[src/e2c_pkg.sv]
`timescale 1ns / 1ps
// ----------------------------------------------------------------------------
// e2c_pkg
// Shared constants, tables and types of the Unix time to UTC date converter.
// ----------------------------------------------------------------------------
package e2c_pkg;

    // Pipeline depth from input register to output register
    localparam int NUM_STAGES = 9;

    // Seconds from 1970-01-01 to 2000-01-01
    localparam logic [31:0] SECONDS_TO_2000 = 32'd946684800;

    // Days in one four-year cycle
    localparam logic [10:0] CYCLE_DAYS = 11'd1461;

    // Day count of 2100-03-01; the missing leap day is inserted from here on
    localparam logic [15:0] MARCH_FIRST_2100 = 16'd36584;

    // Reciprocal constants: x/15 = (x * DIV15_MUL) >> 35, x/3 = (x * DIV3_MUL) >> 33
    localparam logic [31:0] DIV15_MUL = 32'h8888_8889;
    localparam logic [31:0] DIV3_MUL  = 32'hAAAA_AAAB;

    // d/1461 = (d * CYCLE_MUL) >> 26 for every 16-bit day count
    localparam logic [15:0] CYCLE_MUL = 16'd45934;

    // First day of each month, counted from the start of the four-year cycle
    localparam logic [0:3][0:11][10:0] MONTH_START = '{
        '{11'd0,    11'd31,   11'd60,   11'd91,   11'd121,  11'd152,
          11'd182,  11'd213,  11'd244,  11'd274,  11'd305,  11'd335},
        '{11'd366,  11'd397,  11'd425,  11'd456,  11'd486,  11'd517,
          11'd547,  11'd578,  11'd609,  11'd639,  11'd670,  11'd700},
        '{11'd731,  11'd762,  11'd790,  11'd821,  11'd851,  11'd882,
          11'd912,  11'd943,  11'd974,  11'd1004, 11'd1035, 11'd1065},
        '{11'd1096, 11'd1127, 11'd1155, 11'd1186, 11'd1216, 11'd1247,
          11'd1277, 11'd1308, 11'd1339, 11'd1369, 11'd1400, 11'd1430}
    };

    // Time-of-day fields carried down the pipeline
    typedef struct packed {
        logic       oor;
        logic [5:0] sec;
        logic [5:0] min;
        logic [4:0] hr;
    } tod_t;

endpackage

[src/e2c_month_find.sv]
`timescale 1ns / 1ps
// ----------------------------------------------------------------------------
// e2c_month_find
// Locates the month within a year of the four-year cycle and the day in it.
// ----------------------------------------------------------------------------
module e2c_month_find (
    input  logic [10:0] day_in_cycle,
    input  logic [1:0]  year_in_cycle,
    output logic [3:0]  month_idx,
    output logic [4:0]  day_of_month
);

    logic [11:0] past_start;
    logic [10:0] start_day;

    always_comb begin
        for (int m = 0; m < 12; m++) begin
            past_start[m] = (day_in_cycle >= e2c_pkg::MONTH_START[year_in_cycle][m]);
        end
    end

    // Take the last month whose first day is not after the day
    always_comb begin
        month_idx = 4'd0;
        for (int m = 1; m < 12; m++) begin
            if (past_start[m]) begin
                month_idx = 4'(m);
            end
        end
    end

    always_comb begin
        start_day    = e2c_pkg::MONTH_START[year_in_cycle][month_idx];
        day_of_month = 5'(day_in_cycle - start_day + 11'd1);
    end

endmodule

[src/epoch_to_calendar_date_core.sv]
`timescale 1ns / 1ps
// ----------------------------------------------------------------------------
// epoch_to_calendar_date_core
// Converts a 32-bit Unix timestamp into UTC second, minute, hour, day, month
// and year since 2000, with an out-of-range flag for times before 2000.
// ----------------------------------------------------------------------------
// Usage:
//   Input word: s_epoch_seconds on s_valid/s_ready. Output word: the date and
//   time fields plus m_out_of_range on m_valid/m_ready. Each input word gives
//   exactly one output word, in order.
//   The converter is a nine-stage pipeline: an accepted word passes through
//   the stages in order to the output register, and a new word can be
//   accepted every cycle unless the full pipeline is stalled by m_ready.
//   Each stage holds at most one multiplication by a reciprocal constant
//   (divide by 60 twice, by 24, by 1461) or one table compare step.
//   When m_ready is low the output word holds; upstream stages keep filling
//   empty slots, and s_ready drops only once every stage holds a word.
//   Reset (aresetn low at a clock edge) empties the pipeline; no words are
//   in flight afterwards. Timestamps before 2000-01-01 give out_of_range = 1
//   and all other fields zero.
// ----------------------------------------------------------------------------
module epoch_to_calendar_date_core (
    input  logic        aclk,
    input  logic        aresetn,
    input  logic        s_valid,
    output logic        s_ready,
    input  logic [31:0] s_epoch_seconds,
    output logic        m_valid,
    input  logic        m_ready,
    output logic [5:0]  m_second_of_minute,
    output logic [5:0]  m_minute_of_hour,
    output logic [4:0]  m_hour_of_day,
    output logic [4:0]  m_day_of_month,
    output logic [3:0]  m_month_of_year,
    output logic [6:0]  m_years_since_2000,
    output logic        m_out_of_range
);

    localparam int NS = e2c_pkg::NUM_STAGES;

    logic [NS:1] vld_reg;
    logic [NS:1] rdy;
    logic [NS:1] vld_in;

    // Stage payloads
    logic [31:0]     s1_t_reg;
    e2c_pkg::tod_t   s1_tod_reg;
    logic [31:0]     s2_t_reg;
    logic [61:0]     s2_p_reg;
    e2c_pkg::tod_t   s2_tod_reg;
    logic [5:0]      s3_q1lo_reg;
    logic [56:0]     s3_p_reg;
    e2c_pkg::tod_t   s3_tod_reg;
    logic [4:0]      s4_q2lo_reg;
    logic [50:0]     s4_p_reg;
    e2c_pkg::tod_t   s4_tod_reg;
    logic [15:0]     s5_d_reg;
    e2c_pkg::tod_t   s5_tod_reg;
    logic [15:0]     s6_d_reg;
    logic [31:0]     s6_p_reg;
    e2c_pkg::tod_t   s6_tod_reg;
    logic [4:0]      s7_cyc_reg;
    logic [10:0]     s7_r_reg;
    e2c_pkg::tod_t   s7_tod_reg;
    logic [4:0]      s8_cyc_reg;
    logic [1:0]      s8_yr_reg;
    logic [10:0]     s8_r_reg;
    e2c_pkg::tod_t   s8_tod_reg;
    e2c_pkg::tod_t   out_tod_reg;
    logic [4:0]      out_day_reg;
    logic [3:0]      out_month_reg;
    logic [6:0]      out_year_reg;

    // Stage logic
    logic [26:0] q1;
    logic [21:0] q2;
    logic [15:0] d_div;
    logic [15:0] d_next;
    logic [4:0]  cyc;
    logic [10:0] r_next;
    logic [1:0]  yr_next;
    logic [3:0]  month_idx;
    logic [4:0]  dom;

    // A stage takes a new word when empty or when its word moves on
    always_comb begin
        rdy[NS] = !vld_reg[NS] || m_ready;
        for (int k = NS - 1; k >= 1; k--) begin
            rdy[k] = !vld_reg[k] || rdy[k + 1];
        end
        vld_in = {vld_reg[NS-1:1], s_valid};
    end

    always_ff @(posedge aclk) begin
        if (!aresetn) begin
            vld_reg <= '0;
        end else begin
            for (int k = 1; k <= NS; k++) begin
                if (rdy[k]) begin
                    vld_reg[k] <= vld_in[k];
                end
            end
        end
    end

    always_comb begin
        q1     = s2_p_reg[61:35];
        q2     = s3_p_reg[56:35];
        d_div  = s4_p_reg[48:33];
        d_next = d_div + 16'(d_div >= e2c_pkg::MARCH_FIRST_2100);
        cyc    = s6_p_reg[30:26];
        r_next = 11'(s6_d_reg - 16'(cyc * e2c_pkg::CYCLE_DAYS));
        if (s7_r_reg >= e2c_pkg::MONTH_START[3][0]) begin
            yr_next = 2'd3;
        end else if (s7_r_reg >= e2c_pkg::MONTH_START[2][0]) begin
            yr_next = 2'd2;
        end else if (s7_r_reg >= e2c_pkg::MONTH_START[1][0]) begin
            yr_next = 2'd1;
        end else begin
            yr_next = 2'd0;
        end
    end

    e2c_month_find u_month_find (
        .day_in_cycle  (s8_r_reg),
        .year_in_cycle (s8_yr_reg),
        .month_idx     (month_idx),
        .day_of_month  (dom)
    );

    always_ff @(posedge aclk) begin
        // Offset to 2000 and range check
        if (rdy[1]) begin
            s1_t_reg   <= s_epoch_seconds - e2c_pkg::SECONDS_TO_2000;
            s1_tod_reg <= '{oor: (s_epoch_seconds < e2c_pkg::SECONDS_TO_2000),
                            sec: 6'd0, min: 6'd0, hr: 5'd0};
        end
        // t / 60 as (t / 4) / 15
        if (rdy[2]) begin
            s2_t_reg   <= s1_t_reg;
            s2_p_reg   <= 62'(s1_t_reg[31:2]) * 62'(e2c_pkg::DIV15_MUL);
            s2_tod_reg <= s1_tod_reg;
        end
        // Seconds; minutes quotient
        if (rdy[3]) begin
            s3_tod_reg  <= '{oor: s2_tod_reg.oor,
                             sec: s2_t_reg[5:0] - 6'(q1[5:0] * 6'd60),
                             min: s2_tod_reg.min,
                             hr:  s2_tod_reg.hr};
            s3_q1lo_reg <= q1[5:0];
            s3_p_reg    <= 57'(q1[26:2]) * 57'(e2c_pkg::DIV15_MUL);
        end
        // Minutes; hours quotient as (q / 8) / 3
        if (rdy[4]) begin
            s4_tod_reg  <= '{oor: s3_tod_reg.oor,
                             sec: s3_tod_reg.sec,
                             min: s3_q1lo_reg - 6'(q2[5:0] * 6'd60),
                             hr:  s3_tod_reg.hr};
            s4_q2lo_reg <= q2[4:0];
            s4_p_reg    <= 51'(q2[21:3]) * 51'(e2c_pkg::DIV3_MUL);
        end
        // Hours; day count with the 2100 correction
        if (rdy[5]) begin
            s5_tod_reg <= '{oor: s4_tod_reg.oor,
                            sec: s4_tod_reg.sec,
                            min: s4_tod_reg.min,
                            hr:  s4_q2lo_reg - 5'(d_div[1:0] * 5'd24)};
            s5_d_reg   <= d_next;
        end
        // Four-year cycle quotient
        if (rdy[6]) begin
            s6_tod_reg <= s5_tod_reg;
            s6_d_reg   <= s5_d_reg;
            s6_p_reg   <= 32'(s5_d_reg) * 32'(e2c_pkg::CYCLE_MUL);
        end
        // Day within the cycle
        if (rdy[7]) begin
            s7_tod_reg <= s6_tod_reg;
            s7_cyc_reg <= cyc;
            s7_r_reg   <= r_next;
        end
        // Year within the cycle
        if (rdy[8]) begin
            s8_tod_reg <= s7_tod_reg;
            s8_cyc_reg <= s7_cyc_reg;
            s8_yr_reg  <= yr_next;
            s8_r_reg   <= s7_r_reg;
        end
        // Month and day; zero everything for times before 2000
        if (rdy[9]) begin
            if (s8_tod_reg.oor) begin
                out_tod_reg     <= '{oor: 1'b1, sec: 6'd0, min: 6'd0, hr: 5'd0};
                out_day_reg     <= '0;
                out_month_reg   <= '0;
                out_year_reg    <= '0;
            end else begin
                out_tod_reg     <= s8_tod_reg;
                out_day_reg     <= dom;
                out_month_reg   <= month_idx + 4'd1;
                out_year_reg    <= {s8_cyc_reg, s8_yr_reg};
            end
        end
    end

    assign s_ready            = rdy[1];
    assign m_valid            = vld_reg[NS];
    assign m_second_of_minute = out_tod_reg.sec;
    assign m_minute_of_hour   = out_tod_reg.min;
    assign m_hour_of_day      = out_tod_reg.hr;
    assign m_day_of_month     = out_day_reg;
    assign m_month_of_year    = out_month_reg;
    assign m_years_since_2000 = out_year_reg;
    assign m_out_of_range     = out_tod_reg.oor;

`ifndef SYNTHESIS
    a_oor_zero: assert property (@(posedge aclk) disable iff (!aresetn)
        m_valid && m_out_of_range |->
            m_second_of_minute == 6'd0 && m_minute_of_hour == 6'd0 &&
            m_hour_of_day == 5'd0 && m_day_of_month == 5'd0 &&
            m_month_of_year == 4'd0 && m_years_since_2000 == 7'd0)
        else $error("out-of-range word carries nonzero fields");

    a_time_range: assert property (@(posedge aclk) disable iff (!aresetn)
        m_valid && !m_out_of_range |->
            m_second_of_minute < 6'd60 && m_minute_of_hour < 6'd60 &&
            m_hour_of_day < 5'd24)
        else $error("time of day out of range");

    a_date_range: assert property (@(posedge aclk) disable iff (!aresetn)
        m_valid && !m_out_of_range |->
            m_month_of_year >= 4'd1 && m_month_of_year <= 4'd12 &&
            m_day_of_month >= 5'd1 && m_years_since_2000 <= 7'd106)
        else $error("calendar date out of range");

    a_stage_hold: assert property (@(posedge aclk) disable iff (!aresetn)
        vld_reg[1] && !rdy[1] |=> vld_reg[1] && $stable(s1_t_reg) &&
            $stable(s1_tod_reg))
        else $error("stalled first stage lost its word");
`endif

endmodule

[config.mk]
export PLATFORM = sky130hd
export DESIGN_NAME = epoch_to_calendar_date_core
export DESIGN_NICKNAME = d
export VERILOG_FILES = /design/src/e2c_pkg.sv /design/src/e2c_month_find.sv /design/src/epoch_to_calendar_date_core.sv
export SDC_FILE = /design/constraint.sdc
export NUM_CORES = 2
export LEC_CHECK = 0
export BUFFER_PORTS_ARGS = -buffer_cell sky130_fd_sc_hd__buf_2
export CAP_MARGIN = 40
export CORE_ASPECT_RATIO = 1.5
export CORE_MARGIN = 2
export CORE_UTILIZATION = 59
export DETAILED_ROUTE_END_ITERATION = 10
export PLACE_DENSITY = 0.81
export SYNTH_ARGS = -nofsm -noshare
export SYNTH_HDL_FRONTEND = slang
export SYNTH_SLANG_ARGS = --single-unit
[constraint.sdc]
create_clock -name aclk -period 5.9 [get_ports aclk]
set_input_delay 0.59 -clock aclk [delete_from_list [all_inputs] [get_ports aclk]]
set_output_delay 0.59 -clock aclk [all_outputs]
set_load 0.01 [all_outputs]
# Word level (Yosys, flattened, before mapping)
# Index checks and enable logic that the tools add are counted.
# W data, S select, Z words.
totals:
  reg_bits: 445
  latchBits: 0
  ram_bits: 0
  mem_bits_ro: 0
  output_inout_bits: 36
  elab_cells: 131
  mem_count: 0
classes:
  addsub: 9
  mul: 8
  div_mod_pow: 0
  order_cmp: 18
  n_eq_ne: 0
  n_shift: 0
  muxes: 20
  bitwise_logic: 2
  n_reduce_logical: 19
op_table:
  columns: ["operator", "count"]
  rows:
  - ["$bmux W132 S2", 1]
  - ["$mux W132", 2]
  - ["$ge A11 B11 Y1", 11]
  - ["$mul A30 B32 Y62 const B", 1]
  - ["$mul A25 B32 Y57 const B", 1]
  - ["$mul A19 B32 Y49 const B", 1]
  - ["$bmux W11 S4", 1]
  - ["$lt A32 B30 Y1 const B", 1]
  - ["$sub A32 B30 Y32 const B", 1]
  - ["$mul A16 B15 Y30 const B", 1]
  - ["$mux W18", 1]
  - ["$add A16 B1 Y16", 1]
  - ["$ge A16 B16 Y1 const B", 1]
  - ["$mux W4", 4]
  - ["$mul A6 B4 Y4 const B", 2]
  - ["$mux W3", 4]
  - ["$sub A6 B6 Y6", 2]
  - ["$ge A11 B10 Y1 const B", 1]
  - ["$ge A11 B11 Y1 const B", 1]
  - ["$ge A11 B9 Y1 const B", 1]
  - ["$mul A5 B11 Y11 const B", 1]
  - ["$sub A11 B11 Y11", 1]
  - ["$mux W5", 2]
  - ["$sub A5 B5 Y5", 2]
  - ["other kinds (12)", 31]

# Logic depth before layout (Yosys ltp)
depth:
  depth_word: 22
  mapped_depth: 28
  mapped_depth_nobuf: 25

# Cells and area by module
# Synthesis repeated with hierarchy kept, for this count alone.
hier_totals:
  hier_cells: 3417
  hier_area_um2: 37897.6
by_module_without_submodules:
  columns: ["module", "instances", "cells_each", "area_per_inst_um2"]
  rows:
  - ["epoch_to_calendar_date_core", 1, 3091, 35346.4]
  - ["e2c_month_find", 1, 326, 2551.2]

# Worst setup path before layout
# No wires, ideal clock.
synth_path:
  path_type: "register to register"
  from: "register s3_p_reg[53]"
  to: "register s4_p_reg[47] (data pin)"
  arrival_ns: 6.070
  t_required_ns: 5.642
  slack_ns: -0.428
  path_stages_with_launch: 23
  n_path_buf: 0
  period_less_slack_ns: 6.328
  cell_sequence: "edfxtp_1 ha_1 fa_1 fa_1 inv_1 fa_1 inv_1 fa_1 inv_1 fa_1 inv_1 ha_1 nand4_1 nor3_1 nand4_1 a211oi_1 nor2_1 o211ai_1 o211ai_1 a21boi_0 o21ai_0 nor2b_1 xnor2_1"
synth_via:
  elab_chain_len: 1
synth_lines:
  columns: ["element", "line_no", "source"]
  rows:
  - ["start: declaration", "epoch_to_calendar_date_core.sv:52", "logic [56:0] s3_p_reg;"]
  - ["start signal: assignment", "epoch_to_calendar_date_core.sv:151", "s3_p_reg <= 57'(q1[26:2]) * 57'(e2c_pkg::DIV15_MUL);"]
  - ["$mul A19 B32 Y49", "epoch_to_calendar_date_core.sv:160", "s4_p_reg <= 51'(q2[21:3]) * 51'(e2c_pkg::DIV3_MUL);"]
  - ["end signal: assignment", "epoch_to_calendar_date_core.sv:160", null]
  - ["end: declaration", "epoch_to_calendar_date_core.sv:55", "logic [50:0] s4_p_reg;"]
# Every way passes these cells.
# A chain may end at the register's enable or synchronous reset.

# Worst setup path after layout
layout_path:
  from: "register s1_t_reg[11]"
  to: "register s2_p_reg[59] (data pin)"
layout_via:
  elab_chain_len: 1
layout_lines:
  columns: ["element", "line_no", "source"]
  rows:
  - ["start: declaration", "epoch_to_calendar_date_core.sv:46", "logic [31:0] s1_t_reg;"]
  - ["start signal: assignment", "epoch_to_calendar_date_core.sv:134", "s1_t_reg <= s_epoch_seconds - e2c_pkg::SECONDS_TO_2000;"]
  - ["$mul A30 B32 Y62", "epoch_to_calendar_date_core.sv:141", "s2_p_reg <= 62'(s1_t_reg[31:2]) * 62'(e2c_pkg::DIV15_MUL);"]
  - ["end signal: assignment", "epoch_to_calendar_date_core.sv:141", null]
  - ["end: declaration", "epoch_to_calendar_date_core.sv:49", "logic [61:0] s2_p_reg;"]
# Every way passes these cells.

==> impl_metrics.csv <==
group,metric,value,unit
run_status,outcome,"finished, violations left",
run_status,violations,"setup timing",
layout,most-common-layout-cells,"ha_1, inv_1, buf_4",
critical_path,crit_type,"reg -> reg",
timing,slew_headroom,46.2,%
placement,gp_congestion,0.967,
detailed_routing,drt-pass1-iter-count,6,
timing,skew,0.0288,ns
floorplan,placementRows,112,
cts,cts_max_level,2,
critical_path,startpoint_type,"flop",
floorplan,die_x,208,um
yosys,ys_async_sr_fraction,0,%
global_routing,grt_pass1_vias,28000,
cts,cts.path.max_buffers,3,
yosys,yosysWarnings,0,
critical_path,required,6.21,ns
timing,grt_setup_unrepaired,"yes",
yosys,synth_cells,3236,
global_routing,grt_pass1_wl,138,mm
timing,finalSetupViolCount,25,
timing,fin_crit_sh,105,%
layout,finish.utilization,71.1,%
cts,path_clk_slew,0.06,ns
worst_hold_path,hold_start,"s_epoch_seconds[1]",
floorplan,dieArea,64500,um2
yosys,syn_avg_cell_area,11.4,um2
worst_hold_path,hold_path_class,"in -> reg",
critical_path,cp_max_fo,4,
yosys,syn_nets,4482,
critical_path,crit_chain,"ha_4, inv_1, buf_4, fa_1, fa_1, inv_1, fa_1, fa_1, ha_4, ha_4, nand4_1, o21ai_0, a211oi_1, buf_4, a211oi_4, a21oi_4, o31a_1, o21ai_4, a21oi_4, buf_6, o21ai_4, a31oi_2, xnor2_1",
cts,numCtsBuffers,34,
global_routing,grt_max_degree,37,
timing,clock.fmax,162,MHz
floorplan,start_util,59.4,%
critical_path,crit_path_end_kind,"flop",
detailed_routing,drtIter0Drc,1231,
cts,cts_tree,"done",
timing,timing.final.ws_setup,-0.290,ns
placement,dp.cells,4444,
layout,drive_gt1_share,22.6,%
layout,diodes,0,
floorplan,core,62100,um2
detailed_routing,vias,25800,
placement,io_buffers,71,
global_routing,antenna_found_initial,1,
critical_path,r2r_setup_slack,-0.29,ns
critical_path,rr_worst_depth,23,
placement,dpl.hpwl,70.1,mm
layout,layout.cells.non_filler,4570,
layout,nets,4994,
critical_path,reg2reg_from,"s1_t_reg[11]",
global_routing,overflow,0,
detailed_routing,drc,0,
yosys,synth_cell_type_count,93,
yosys,yosysSeqAreaShare,25.6,%
timing,tightest_slew,0.807,ns
detailed_routing,postRouteAntennaNets,0,
global_routing,grt_usage,27.2,%
yosys,ys_ff_latch,317,
layout,layout_commonest_cell,"ha_1",
critical_path,critPathMaxStageDelay,0.57,ns
worst_hold_path,holdPathEnd,"s1_t_reg[1]",
timing,finalMaxSlewViolations,0,
cts,cts_sinks,317,
cts,worstSkewPairLatency,0.56,ns
worst_hold_path,hold_path_depth,1,
detailed_routing,routed_wl,90.2,mm
yosys,syn_area,36900,um2
timing,hold_violations,0,
detailed_routing,post_drt_via_cell_ratio,5.65,
yosys,ys.flop_type,"edfxtp_1",
critical_path,cp_common_cell,"fa_1",
placement,pre_cts_ws,-0.330,ns
detailed_routing,wl_per_cell,19.7,um
critical_path,worstReg2RegEnd,"s2_p_reg[59]",
critical_path,slowest_stage,"fa_1",
floorplan,ios,72,
layout,largest_reg_flops,32,
critical_path,critPathArrivalTime,6.50,ns
flow_run,maxCapViolCount,0,
timing,layout_min_cycle_time,6.19,ns
layout,syn2layout_area_growth,19.7,%
cts,cts_root_buf,"clkbuf_16",
floorplan,fp.dieH,310,um
yosys,synth_edf_count,308,
through the flow:
stage	area [um2]	setup TNS [ns]	hold WS, ns
after floorplan	37000	-0.000139	0.400
after global placement	40900	-3.94	0.401
after detailed placement	41000	-6.77	0.405
after CTS	43100	-0.674	0.186
after global routing	44100	-9.08	0.196
final	44100	-3.46	0.199
timing repair:
action | 4_1_cts | 5_1_grt
hold endpoints to repair | 0 | 0
gates resized for setup | 125 | 175
buffers inserted | 33 | 41
pin swaps | 104 | 171
hold buffers | 0 | 0
endpoints found under the setup margin | 43 | 55
synth_stat cells, types with 10 or more instances:
cell	count	share of area [%]
and3_1	17	0.29
nand2b_1	19	0.32
nor2b_1	54	0.92
a21oi_1	106	1.4
o21ai_0	73	0.99
a211oi_1	17	0.35
and2_1	10	0.17
nand3_1	32	0.43
a21boi_0	11	0.22
inv_1	715	7.3
edfxtp_1	308	25
a31oi_1	23	0.39
nor3_1	30	0.41
nand4_1	29	0.49
nand2_1	77	0.78
a21o_1	52	1.1
ha_1	782	27
xor2_1	40	0.95
xnor2_1	92	2.2
fa_1	428	23
o21a_1	22	0.45
nor2_1	96	0.98
critical path: cells and delay by family, from the launching register on:
family	cells	cell delay, ns
xor+xnor	1	0.14
compound gates	9	1.76
buf+inv	5	0.60
fa+ha+maj	7	2.79
flops	1	0.47
simple gates	1	0.17
final cells by class:
cell class	instances	area (um2)
Multi-Input combinational cell	2182	26200
Fill cell	3957	18000
Sequential cell	317	9430
Timing Repair Buffer	492	3630
Inverter	721	2710
Tap cell	798	998
Clock buffer	40	905
Clock inverter	20	239
kinds of logic after synthesis:
logic type | Yosys count | synth area share (%)
AOI/OAI and AO/OA | 418 | 7.72
adders and majority gates | 1213 | 49.9
and+or+nand+nor | 411 | 5.80
xor gates and xnor gates | 134 | 3.22
buffers and inverters | 737 | 7.64
DFF | 317 | 25.6
muxes | 6 | 0.166
per-layer routing:
| metal | GRT usage [%] | part of all wire, % |
|---|---|---|
| met5 | 0 | 0.0078 |
| met4 | 13.5 | 6.1 |
| met3 | 3.23 | 3.8 |
| met2 | 53.1 | 55 |
| met1 | 28.9 | 35 |
worst max-delay path by stage:
stage,startpoint,end,slack (ns),depth (start not counted)
2_1_floorplan,s3_p_reg[44],s4_p_reg[47],-0.0001,22
3_3_place_gp,s2_p_reg[61],s3_p_reg[56],-0.21,22
3_5_place_dp,s1_t_reg[31],s2_p_reg[60],-0.33,21
4_1_cts,s3_p_reg[51],s4_p_reg[48],-0.15,19
5_1_grt,s1_t_reg[11],s2_p_reg[59],-0.46,23
6_report,s1_t_reg[11],s2_p_reg[59],-0.29,23
Power is left out: the tool's default activity adds up to more than one toggle a clock period on the data nets, which glitch-free logic cannot reach.
